### src/rtl/core/sfef_pkg.sv
// Shared constants, transaction types and command/status bundles of the spanning forest filter.
package sfef_pkg;

   localparam int MAX_VERTICES = 256;
   localparam int VTX_W = $clog2(MAX_VERTICES);
   localparam int CNT_W = $clog2(MAX_VERTICES + 1);
   localparam int END_W = 8;
   localparam int CFG_W = 9;
   localparam int LEFT_W = 9;
   localparam int CMP_W = CFG_W + CNT_W + END_W;

   localparam logic [CFG_W-1:0] NUM_VERTICES_RESET = CFG_W'(256);

   typedef struct packed {
      logic             first_edge;
      logic [END_W-1:0] end_u;
      logic [END_W-1:0] end_v;
   } req_type;

   typedef struct packed {
      logic              accepted;
      logic              out_of_range;
      logic              tree_complete;
      logic [LEFT_W-1:0] components_left;
   } rsp_type;

   typedef enum logic [1:0] {
      RD_U    = 2'd0,
      RD_V    = 2'd1,
      RD_SCAN = 2'd2
   } rd_src_type;

   typedef struct packed {
      logic       accept;
      logic       rd_en;
      rd_src_type rd_src;
      logic       cap_lu;
      logic       cap_lv;
      logic       scan_clr;
      logic       scan_inc;
      logic       dec_count;
      logic       rsp_load;
      logic       accepted;
   } cmd_type;

   typedef struct packed {
      logic oor;
      logic count_gt1;
      logic labels_differ;
      logic scan_last;
      logic rsp_busy;
   } status_type;

   function automatic logic [CNT_W-1:0] eff_count(input logic [CFG_W-1:0] cfg);
      logic [CMP_W-1:0] wide;
      wide = CMP_W'(cfg);
      if (wide == CMP_W'(0)) begin
         return CNT_W'(1);
      end else if (wide > CMP_W'(MAX_VERTICES)) begin
         return CNT_W'(MAX_VERTICES);
      end else begin
         return CNT_W'(cfg);
      end
   endfunction

endpackage

### src/rtl/core/spanning_forest_edge_filter_core.sv
// Top level of the spanning forest edge filter: controller and datapath.
//
//  Channel  Direction  Handshake            Payload
//  req      in         req_valid/req_stall  sfef_pkg::req_type (first_edge, end_u, end_v)
//  rsp      out        rsp_valid/rsp_stall  sfef_pkg::rsp_type (accepted, out_of_range,
//                                           tree_complete, components_left)
//  csr      in         csr_valid/csr_ready  num_vertices, 9 bits
//
// An out-of-range edge or one after the tree is complete goes from the check straight to the
// result, an edge inside one component also reads and compares both labels, and an accepted
// edge adds a relabel scan over the n active vertices, reading one label memory entry per cycle.
// Reset and a first edge clear all label valid bits at once, so no clearing pass is needed.
// A new edge is taken while the previous result waits in the output register; a stalled
// result holds the block in its final step until that transaction completes.
module spanning_forest_edge_filter_core (
   input  logic                          clock,
   input  logic                          reset,
   input  logic                          req_valid,
   output logic                          req_stall,
   input  sfef_pkg::req_type             req_data,
   output logic                          rsp_valid,
   input  logic                          rsp_stall,
   output sfef_pkg::rsp_type             rsp_data,
   input  logic                          csr_valid,
   output logic                          csr_ready,
   input  logic [sfef_pkg::CFG_W-1:0]    csr_data
);

   sfef_pkg::cmd_type    cmd;
   sfef_pkg::status_type status;

   assign csr_ready = 1'b1;

   sfef_ctrl u_ctrl (
      .clock     (clock),
      .reset     (reset),
      .req_valid (req_valid),
      .req_stall (req_stall),
      .status    (status),
      .cmd       (cmd)
   );

   sfef_datapath u_datapath (
      .clock     (clock),
      .reset     (reset),
      .req_data  (req_data),
      .rsp_data  (rsp_data),
      .rsp_valid (rsp_valid),
      .rsp_stall (rsp_stall),
      .csr_write (csr_valid && csr_ready),
      .csr_data  (csr_data),
      .cmd       (cmd),
      .status    (status)
   );

endmodule

### src/rtl/core/sfef_ctrl.sv
// Controller state machine that sequences lookup, relabel scan and result hand-off.
module sfef_ctrl (
   input  logic                   clock,
   input  logic                   reset,
   input  logic                   req_valid,
   output logic                   req_stall,
   input  sfef_pkg::status_type   status,
   output sfef_pkg::cmd_type      cmd
);

   typedef enum logic [7:0] {
      ST_IDLE    = 8'b0000_0001,
      ST_CHECK   = 8'b0000_0010,
      ST_LOAD_U  = 8'b0000_0100,
      ST_LOAD_V  = 8'b0000_1000,
      ST_COMPARE = 8'b0001_0000,
      ST_SCAN    = 8'b0010_0000,
      ST_DRAIN   = 8'b0100_0000,
      ST_DONE    = 8'b1000_0000
   } state_type;

   state_type state_ff;
   state_type state_in;
   logic      acc_ff;
   logic      acc_in;

   assign req_stall = (state_ff != ST_IDLE);

   always_comb begin
      state_in = state_ff;
      acc_in   = acc_ff;
      cmd      = '0;
      cmd.rd_src   = sfef_pkg::RD_U;
      cmd.accepted = acc_ff;
      unique case (state_ff)
         ST_IDLE: begin
            if (req_valid) begin
               cmd.accept = 1'b1;
               acc_in     = 1'b0;
               state_in   = ST_CHECK;
            end
         end
         ST_CHECK: begin
            if (status.oor || !status.count_gt1) begin
               state_in = ST_DONE;
            end else begin
               cmd.rd_en  = 1'b1;
               cmd.rd_src = sfef_pkg::RD_U;
               state_in   = ST_LOAD_U;
            end
         end
         ST_LOAD_U: begin
            cmd.cap_lu = 1'b1;
            cmd.rd_en  = 1'b1;
            cmd.rd_src = sfef_pkg::RD_V;
            state_in   = ST_LOAD_V;
         end
         ST_LOAD_V: begin
            cmd.cap_lv = 1'b1;
            state_in   = ST_COMPARE;
         end
         ST_COMPARE: begin
            if (status.labels_differ) begin
               cmd.scan_clr = 1'b1;
               state_in     = ST_SCAN;
            end else begin
               state_in = ST_DONE;
            end
         end
         ST_SCAN: begin
            cmd.rd_en    = 1'b1;
            cmd.rd_src   = sfef_pkg::RD_SCAN;
            cmd.scan_inc = 1'b1;
            if (status.scan_last) begin
               state_in = ST_DRAIN;
            end
         end
         ST_DRAIN: begin
            cmd.dec_count = 1'b1;
            acc_in        = 1'b1;
            state_in      = ST_DONE;
         end
         ST_DONE: begin
            if (!status.rsp_busy) begin
               cmd.rsp_load = 1'b1;
               state_in     = ST_IDLE;
            end
         end
         default: begin
            state_in = ST_IDLE;
         end
      endcase
   end

   always_ff @(posedge clock) begin
      if (reset) begin
         state_ff <= ST_IDLE;
         acc_ff   <= 1'b0;
      end else begin
         state_ff <= state_in;
         acc_ff   <= acc_in;
      end
   end

endmodule

### src/rtl/core/sfef_datapath.sv
// Datapath with the label memory, its valid bits, the component count and the result register.
module sfef_datapath (
   input  logic                          clock,
   input  logic                          reset,
   input  sfef_pkg::req_type             req_data,
   output sfef_pkg::rsp_type             rsp_data,
   output logic                          rsp_valid,
   input  logic                          rsp_stall,
   input  logic                          csr_write,
   input  logic [sfef_pkg::CFG_W-1:0]    csr_data,
   input  sfef_pkg::cmd_type             cmd,
   output sfef_pkg::status_type          status
);

   logic [sfef_pkg::VTX_W-1:0]  label_mem [sfef_pkg::MAX_VERTICES];
   logic                        label_vld_ff [sfef_pkg::MAX_VERTICES];

   logic [sfef_pkg::CFG_W-1:0]  num_vertices_ff;
   logic [sfef_pkg::CFG_W-1:0]  num_vertices_in;
   logic [sfef_pkg::CNT_W-1:0]  count_ff;
   logic [sfef_pkg::CNT_W-1:0]  count_in;
   logic [sfef_pkg::END_W-1:0]  u_ff;
   logic [sfef_pkg::END_W-1:0]  u_in;
   logic [sfef_pkg::END_W-1:0]  v_ff;
   logic [sfef_pkg::END_W-1:0]  v_in;
   logic [sfef_pkg::VTX_W-1:0]  lu_ff;
   logic [sfef_pkg::VTX_W-1:0]  lu_in;
   logic [sfef_pkg::VTX_W-1:0]  lv_ff;
   logic [sfef_pkg::VTX_W-1:0]  lv_in;
   logic [sfef_pkg::VTX_W-1:0]  scan_idx_ff;
   logic [sfef_pkg::VTX_W-1:0]  scan_idx_in;
   logic                        scan_pend_ff;
   logic                        scan_pend_in;
   logic [sfef_pkg::VTX_W-1:0]  rd_data_ff;
   logic                        rd_vld_ff;
   logic [sfef_pkg::VTX_W-1:0]  rd_idx_ff;
   logic                        rsp_valid_ff;
   logic                        rsp_valid_in;
   sfef_pkg::rsp_type           rsp_data_ff;
   sfef_pkg::rsp_type           rsp_data_in;

   logic [sfef_pkg::CNT_W-1:0]  eff_n;
   logic [sfef_pkg::VTX_W-1:0]  rd_addr;
   logic [sfef_pkg::VTX_W-1:0]  label_rd;
   logic                        wr_en;
   logic                        oor;
   logic                        clear_labels;

   assign eff_n        = sfef_pkg::eff_count(num_vertices_ff);
   assign oor          = (sfef_pkg::CMP_W'(u_ff) >= sfef_pkg::CMP_W'(eff_n))
                      || (sfef_pkg::CMP_W'(v_ff) >= sfef_pkg::CMP_W'(eff_n));
   assign label_rd     = rd_vld_ff ? rd_data_ff : rd_idx_ff;
   assign wr_en        = scan_pend_ff && (label_rd == lv_ff);
   assign clear_labels = cmd.accept && req_data.first_edge;

   always_comb begin
      unique case (cmd.rd_src)
         sfef_pkg::RD_U:    rd_addr = sfef_pkg::VTX_W'(u_ff);
         sfef_pkg::RD_V:    rd_addr = sfef_pkg::VTX_W'(v_ff);
         sfef_pkg::RD_SCAN: rd_addr = scan_idx_ff;
         default:           rd_addr = scan_idx_ff;
      endcase
   end

   always_comb begin
      num_vertices_in = csr_write ? csr_data : num_vertices_ff;
      u_in  = cmd.accept ? req_data.end_u : u_ff;
      v_in  = cmd.accept ? req_data.end_v : v_ff;
      lu_in = cmd.cap_lu ? label_rd : lu_ff;
      lv_in = cmd.cap_lv ? label_rd : lv_ff;

      count_in = count_ff;
      if (clear_labels) begin
         count_in = eff_n;
      end else if (cmd.dec_count) begin
         count_in = count_ff - sfef_pkg::CNT_W'(1);
      end

      scan_idx_in = scan_idx_ff;
      if (cmd.scan_clr) begin
         scan_idx_in = '0;
      end else if (cmd.scan_inc) begin
         scan_idx_in = scan_idx_ff + sfef_pkg::VTX_W'(1);
      end
      scan_pend_in = cmd.rd_en && (cmd.rd_src == sfef_pkg::RD_SCAN);

      rsp_data_in = rsp_data_ff;
      rsp_valid_in = rsp_valid_ff && rsp_stall;
      if (cmd.rsp_load) begin
         rsp_valid_in                = 1'b1;
         rsp_data_in.accepted        = cmd.accepted;
         rsp_data_in.out_of_range    = oor;
         rsp_data_in.tree_complete   = (count_ff == sfef_pkg::CNT_W'(1));
         rsp_data_in.components_left = sfef_pkg::LEFT_W'(count_ff);
      end
   end

   always_ff @(posedge clock) begin
      if (cmd.rd_en) begin
         rd_data_ff <= label_mem[rd_addr];
      end
      if (wr_en) begin
         label_mem[rd_idx_ff] <= lu_ff;
      end
   end

   always_ff @(posedge clock) begin
      if (reset || clear_labels) begin
         for (int i = 0; i < sfef_pkg::MAX_VERTICES; i++) begin
            label_vld_ff[i] <= 1'b0;
         end
      end else if (wr_en) begin
         label_vld_ff[rd_idx_ff] <= 1'b1;
      end
   end

   always_ff @(posedge clock) begin
      if (cmd.rd_en) begin
         rd_vld_ff <= label_vld_ff[rd_addr];
         rd_idx_ff <= rd_addr;
      end
      u_ff        <= u_in;
      v_ff        <= v_in;
      lu_ff       <= lu_in;
      lv_ff       <= lv_in;
      scan_idx_ff <= scan_idx_in;
      rsp_data_ff <= rsp_data_in;
   end

   always_ff @(posedge clock) begin
      if (reset) begin
         num_vertices_ff <= sfef_pkg::NUM_VERTICES_RESET;
         count_ff        <= sfef_pkg::eff_count(sfef_pkg::NUM_VERTICES_RESET);
         scan_pend_ff    <= 1'b0;
         rsp_valid_ff    <= 1'b0;
      end else begin
         num_vertices_ff <= num_vertices_in;
         count_ff        <= count_in;
         scan_pend_ff    <= scan_pend_in;
         rsp_valid_ff    <= rsp_valid_in;
      end
   end

   assign rsp_valid = rsp_valid_ff;
   assign rsp_data  = rsp_data_ff;

   assign status.oor           = oor;
   assign status.count_gt1     = (count_ff > sfef_pkg::CNT_W'(1));
   assign status.labels_differ = (lu_ff != lv_ff);
   assign status.scan_last     = (scan_idx_ff == sfef_pkg::VTX_W'(eff_n - sfef_pkg::CNT_W'(1)));
   assign status.rsp_busy      = rsp_valid_ff && rsp_stall;

   a_no_overwrite: assert property (@(posedge clock) disable iff (reset)
      cmd.rsp_load |-> !(rsp_valid_ff && rsp_stall))
      else $error("Result register overwritten while a transaction is pending.");

   a_dec_above_one: assert property (@(posedge clock) disable iff (reset)
      cmd.dec_count |-> (count_ff > sfef_pkg::CNT_W'(1)))
      else $error("Component count decremented at or below one.");

   a_write_in_range: assert property (@(posedge clock) disable iff (reset)
      wr_en |-> (sfef_pkg::CMP_W'(rd_idx_ff) < sfef_pkg::CMP_W'(eff_n)))
      else $error("Relabel write outside the active vertex range.");

   a_accept_in_range: assert property (@(posedge clock) disable iff (reset)
      cmd.rsp_load && cmd.accepted |-> !oor)
      else $error("Edge accepted although an endpoint is out of range.");

endmodule

### config.mk
export PLATFORM = sky130hd
export DESIGN_NAME = spanning_forest_edge_filter_core
export DESIGN_NICKNAME = d
export VERILOG_FILES = /design/src/rtl/core/sfef_pkg.sv /design/src/rtl/core/spanning_forest_edge_filter_core.sv /design/src/rtl/core/sfef_ctrl.sv /design/src/rtl/core/sfef_datapath.sv
export SDC_FILE = /design/constraint.sdc
export NUM_CORES = 2
export LEC_CHECK = 0
export BUFFER_PORTS_ARGS = -buffer_cell sky130_fd_sc_hd__buf_4
export CAP_MARGIN = 20
export CORE_MARGIN = 4
export CORE_UTILIZATION = 35
export DETAILED_ROUTE_END_ITERATION = 8
export GPL_ROUTABILITY_DRIVEN = 0
export PLACE_DENSITY = 0.56
export SLEW_MARGIN = 30
export SYNTH_ARGS = -nofsm -noshare
export SYNTH_HDL_FRONTEND = slang
export SYNTH_HIERARCHICAL = 1
export SYNTH_SLANG_ARGS = --single-unit
export TNS_END_PERCENT = 100
### constraint.sdc
create_clock -name clock -period 6.65 [get_ports clock]
set_clock_uncertainty 0.05 [all_clocks]
set_input_delay 0.9975 -clock clock [delete_from_list [all_inputs] [get_ports clock]]
set_output_delay 0.9975 -clock clock [all_outputs]
set_load 0.01 [all_outputs]
**Word level (Yosys, flattened, before mapping)**

Memory sizes are Yosys's and may differ from the RTL's. A register that Yosys moved wholly into a read port is not among the register bits.
Cells that the tools add are included.

- Div/mod/pow operators: 0
- Equal/unequal tests: 18
- Shift operators: 0
- Muxes and demuxes: 36
- $lt $le $gt $ge: 4
- Reductions and logical operators: 15
- Bitwise gates (word level): 0
- Multiply operators: 0
- Add/subtract/negate cells: 3

Operator list:

| cell | count |
|---|---|
| $pmux 8 s8 | 1 |
| $mux 8 | 7 |
| $mux 9 | 4 |
| $mux 1 | 20 |
| $ge 8x9->1 | 2 |
| $eq 8x8->1 | 2 |
| $pmux 8 s2 | 1 |
| $eq 9x1->1 const B | 1 |
| $gt 9x1->1 const B | 1 |
| $gt 9x9->1 const B | 1 |
| $logic_not 9->1 | 1 |
| $pmux 3 s3 | 1 |
| $sub 9x1->9 const B | 1 |
| $add 8x1->8 const B | 1 |
| $eq 8x1->1 const B | 1 |
| $eq 8x2->1 const B | 1 |
| $eq 8x3->1 const B | 1 |
| $eq 8x4->1 const B | 1 |
| $eq 8x5->1 const B | 1 |
| $eq 8x6->1 const B | 1 |
| $eq 8x7->1 const B | 1 |
| $eq 8x8->1 const B | 1 |
| $ne 8x1->1 const B | 1 |
| $ne 8x8->1 | 1 |
| 14 further kinds | 22 |

- Output and inout bits: 15
- Word-level logic and storage cells: 94
- Memories: 2
- Bits of input ports: 31
- RAM bits: 2,304
- Memory bits (read-only): 0
- Bits in registers: 89
- Latch bits: 0

Memories:

| memory | words | bits a word | read ports | clocked after Yosys merged registers in | write ports | line | source |
|---|---|---|---|---|---|---|---|
| u_datapath.label_mem | 256 | 8 | 1 | 1 | 1 | sfef_datapath.sv:15 | `logic [sfef_pkg::VTX_W-1:0] label_mem [sfef_pkg::MAX_VERTICES];` |
| u_datapath.label_vld_ff | 256 | 1 | 1 | 1 | 256 | sfef_datapath.sv:16 | `logic label_vld_ff [sfef_pkg::MAX_VERTICES];` |

**Logic depth before layout (Yosys ltp)**

- Depth after elaboration: 10
- Gate-level depth with buffers: 19

**Cells and area by module**

The synthesis kept the hierarchy.

Modules (own cells, without submodules):

| module | cells each | instances | area an instance (um2) | seq. area each (um2) |
|---|---|---|---|---|
| sfef_datapath | 6,837 | 1 | 94,353.0 | 69,016.2 |
| sfef_ctrl | 77 | 1 | 586.8 | 180.2 |
| spanning_forest_edge_filter_core | 2 | 1 | 11.3 | 0.0 |

**Worst setup path after synthesis**

No wires, ideal clock.

- Path kind: reg2reg
- Start point: reg u_datapath/lu_ff[4] (netlist bit)
- End point: reg u_datapath/scan_idx_ff[5] (netlist bit)
- Stages on the path, launching flop included: 8
- Setup slack: 2,296 ps
- Setup time: 70 ps
- Clock period less this slack: 4,354 ps
- Data arrival time: 4,234 ps
- Buffers on the path: 1
- Path through: edfxtp_1 > xor2_1 > nor4_1 > nand2_1 > inv_1 > nor2_1 > buf_1 > a21oi_1

RTL lines:

| what | line | source |
|---|---|---|
| start: declaration | sfef_datapath.sv:26 | `logic [sfef_pkg::VTX_W-1:0] lu_ff;` |
| start signal: assignment | sfef_datapath.sv:124 | `lu_ff <= lu_in;` |
| end signal: assignment | sfef_datapath.sv:126 | `scan_idx_ff <= scan_idx_in;` |
| end: declaration | sfef_datapath.sv:30 | `logic [sfef_pkg::VTX_W-1:0] scan_idx_ff;` |

==> flow_summary.toml <==
[floorplanning]
core_area_mm2 = 0.269
die-area_mm2 = 0.280
die_w_um = 529
die_h_um = 529
initial_utilization_pct = 35.3
pin_count = 46
placementRows = 190

[synthesis]
syn_inst = 6916
synth_edf_count = 2109
ys_warn_count = 6
synth.avg_cell_area_um2 = 13.7
synthFlopType = "edfxtp_1"
synth_seq_cells = 2402
syn_area_mm2 = 0.0950
syn_nets = 6967
ys_seq_area_share_pct = 72.9
ys_async_sr_fraction_pct = 0
synth_cell_types = 76

[place]
port_buffers = 44
dp.final_hpwl_um = 175000
placed_cells = 10200
dp_slack_ps = 817

[sta]
period_share_pct = 89.6
tightest_slew_ps = 1120
period_minus_slack_ps = 5960
hold_viol = 0
rsz0062_at_grt = "false"
relSlewSlack_pct = 25.3
fin_hold_ws_ps = 225
finalSetupViolations = 0
fmaxAchievable_ghz = 0.168
maxSlewViolCount = 0
tns_ps = 0
layout_setup_ws_ps = 689

[drt]
drt_iter0_markers = 7770
dr.pass1.iters = 6
routed_wl_um = 295000
wl_per_cell_um = 27.6
via_per_inst = 5.61
vias = 60000
ant_nets = 0
drc_errors = 0

[final_layout]
fin_util_pct = 40.0
fin_cells = 10700
nNetsFinal = 6978
drive_above_1_share_pct = 13.3
syn2layout_area_growth_pct = 13.2

[worst_setup_path]
crit_chain = "nor4_1 -> nand2_1 -> inv_1 -> mux2_4 -> o21ai_4 -> inv_8 -> buf_4 -> nand2_1 -> nand3_1 -> a32o_1 -> a221oi_1 -> a211oi_1 -> a21oi_1 -> a32oi_1"
critPathMaxStageDelay_ps = 680
startpoint_type = "flip-flop"
reg2reg_slack_ps = 690
critPathSlowestCell = "a21oi_1"
cp-end-kind = "flip-flop"
regToRegStartpoint = "u_ctrl/state_ff[6]"
path_class = "reg -> reg"
rr_worst_depth = 14
required_ps = 7220
reg2reg_to = "u_datapath/rd_data_ff[4]"
worst_path_most_repeated_cell = "nand2_1"
cp.arrival_ps = 6530
cp_max_fo = 72

[power]
comb_power_share_pct = 7.5
internal-power_mw = 24.5
netSwitchingFraction_pct = 23.8
power_frac_clock_pct = 42.1
p_per_area_mw_per_mm2 = 299
p_switching_mw = 7.68
power_frac_seq_pct = 50.4
ir_drop_mv = 0.227
p_leak_nw = 34.9

[grt]
antenna_found_initial = 9
grt_max_degree = 192
grt_usage_pct = 20.6
grt_pass1_vias = 57100
grt_overflow = 0
grt_pass1_wl_um = 422000

[cts]
root_buffer = "clkbuf_16"
cts_hold_buffers = 0
cts_tree = "built"
ctsLongestPathBuffers = 3
cts_buffers = 241
clock_sinks = 2402
cts_resized = 0
insertion_delay_ps = 910
htree_levels = 4
post_cts_buffers = 0
clk_pin_slew_ps = 60

[status]
outcome = "finished clean"

[hold_path]
min_path_cells = 1
hold_start = "req_data[6]"
hold_class = "in -> reg"
hold_end = "u_datapath/v_ff[6]"

[flow_run]
drv_cap = 0
flip-flops by register name, summed over array words and instances, names as in the netlist:
signal / cells
u_datapath/rd_data_ff: 8
u_datapath/count_ff: 9
u_datapath/lv_ff: 8
u_datapath/num_vertices_ff: 9
u_datapath/rd_idx_ff: 8
u_datapath/rsp_data: 12
u_datapath/rd_vld_ff: 1
u_ctrl/state_ff: 8
u_datapath/label_vld_ff: 256
u_datapath/scan_idx_ff: 8
u_datapath/label_mem: 2048
u_ctrl/acc_ff: 1
u_datapath/lu_ff: 8
u_datapath/v_ff: 8
u_datapath/scan_pend_ff: 1
u_datapath/rsp_valid: 1
u_datapath/u_ff: 8
critical path, delay by kind of cell (launching register included):
family / cells / cell delay (ps)
AND/OR/NAND/NOR: 4 / 930
flip-flops: 1 / 370
buffers and inverters: 3 / 1310
AO/OA/AOI/OAI: 6 / 2520
multiplexers: 1 / 360
area by class of cell:
cell class	count	area, um^2
flip-flops and latches	2402	69200
fillers	24600	161000
diodes	4	10.0
repair buffers	212	2100
inverters	28	134
clock buffers	335	6800
multi-input cells	4042	23700
clock inverters	125	1180
well taps	3552	4440
cells in the final DEF (no fill, tap or decap), types with 131 or more instances in the layout:
master / Yosys / layout
mux4_2: 168 / 168
nor2_1: 318 / 184
dfxtp_1: 293 / 293
clkbuf_16: 0 / 242
o21a_1: 263 / 260
nand3_1: 881 / 873
nand2_1: 1694 / 1686
edfxtp_1: 2109 / 2109
nor2_2: 9 / 131
buf_4: 65 / 167
logic make-up after synthesis:
group	synth area share, %
compound gates	5.90
xor+xnor	0.397
fa+ha+maj	0.264
buf+inv	2.80
flops	72.9
mux	4.36
other cells	0.00395
simple gates	13.4
power groups by stage:
stage / logic, mW / registers [mW] / clock network, mW
2_1_floorplan: 1.36 / 16.5 / 0
3_3_place_gp: 2.38 / 16.5 / 0
3_5_place_dp: 2.39 / 16.5 / 0
4_1_cts: 2.40 / 16.2 / 13.8
5_1_grt: 2.52 / 16.2 / 14.4
6_report: 2.43 / 16.2 / 13.5
synth_stat cells, types with 25 or more instances:
library cell | number | area share, %
a21oi_1 | 86 | 0.45
a221oi_1 | 29 | 0.27
a22oi_1 | 30 | 0.24
a31oi_1 | 130 | 0.86
a32o_1 | 28 | 0.30
a32oi_1 | 111 | 1.0
buf_2 | 157 | 0.83
buf_4 | 65 | 0.51
buf_6 | 37 | 0.44
clkbuf_1 | 154 | 0.61
dfxtp_1 | 293 | 6.2
edfxtp_1 | 2109 | 67
mux2i_1 | 25 | 0.26
mux4_2 | 168 | 4.0
nand2_1 | 1694 | 6.7
nand3_1 | 881 | 4.6
nor2_1 | 318 | 1.3
o21a_1 | 263 | 2.1
o21ai_0 | 29 | 0.15
xor2_1 | 27 | 0.25
metal layers:
metal / global-route usage [%] / up-vias / part of all wire [%]
met5: 0 / - / 0.019
met4: 8.34 / 8 / 4.4
li1: - / 25700 / -
met1: 28.7 / 30900 / 41
met3: 3.84 / 538 / 8.9
met2: 31.7 / 2934 / 45
worst max-delay path by stage:
stage                             start                        end  slack, ps  cells past startpoint
finish               u_ctrl/state_ff[6]   u_datapath/rd_data_ff[4]        690                     14
global route         u_ctrl/state_ff[6]   u_datapath/rd_data_ff[4]        580                     14
CTS                  u_ctrl/state_ff[6]   u_datapath/rd_data_ff[4]        870                     14
detailed placement   u_ctrl/state_ff[6]   u_datapath/rd_data_ff[4]        820                     14
global placement     u_ctrl/state_ff[6]   u_datapath/rd_data_ff[7]        700                     14
floorplan           u_datapath/lu_ff[4]  u_datapath/scan_idx_ff[5]       2300                      7
metrics by stage:
stage          power [mW]  cell area, um^2
3_3_place_gp         18.9            99000
4_1_cts              32.4           107000
6_report             32.2           108000
3_5_place_dp         18.9            99200
5_1_grt              33.1           107000
2_1_floorplan        17.9            95000
Power figures use the tool's default switching activity.
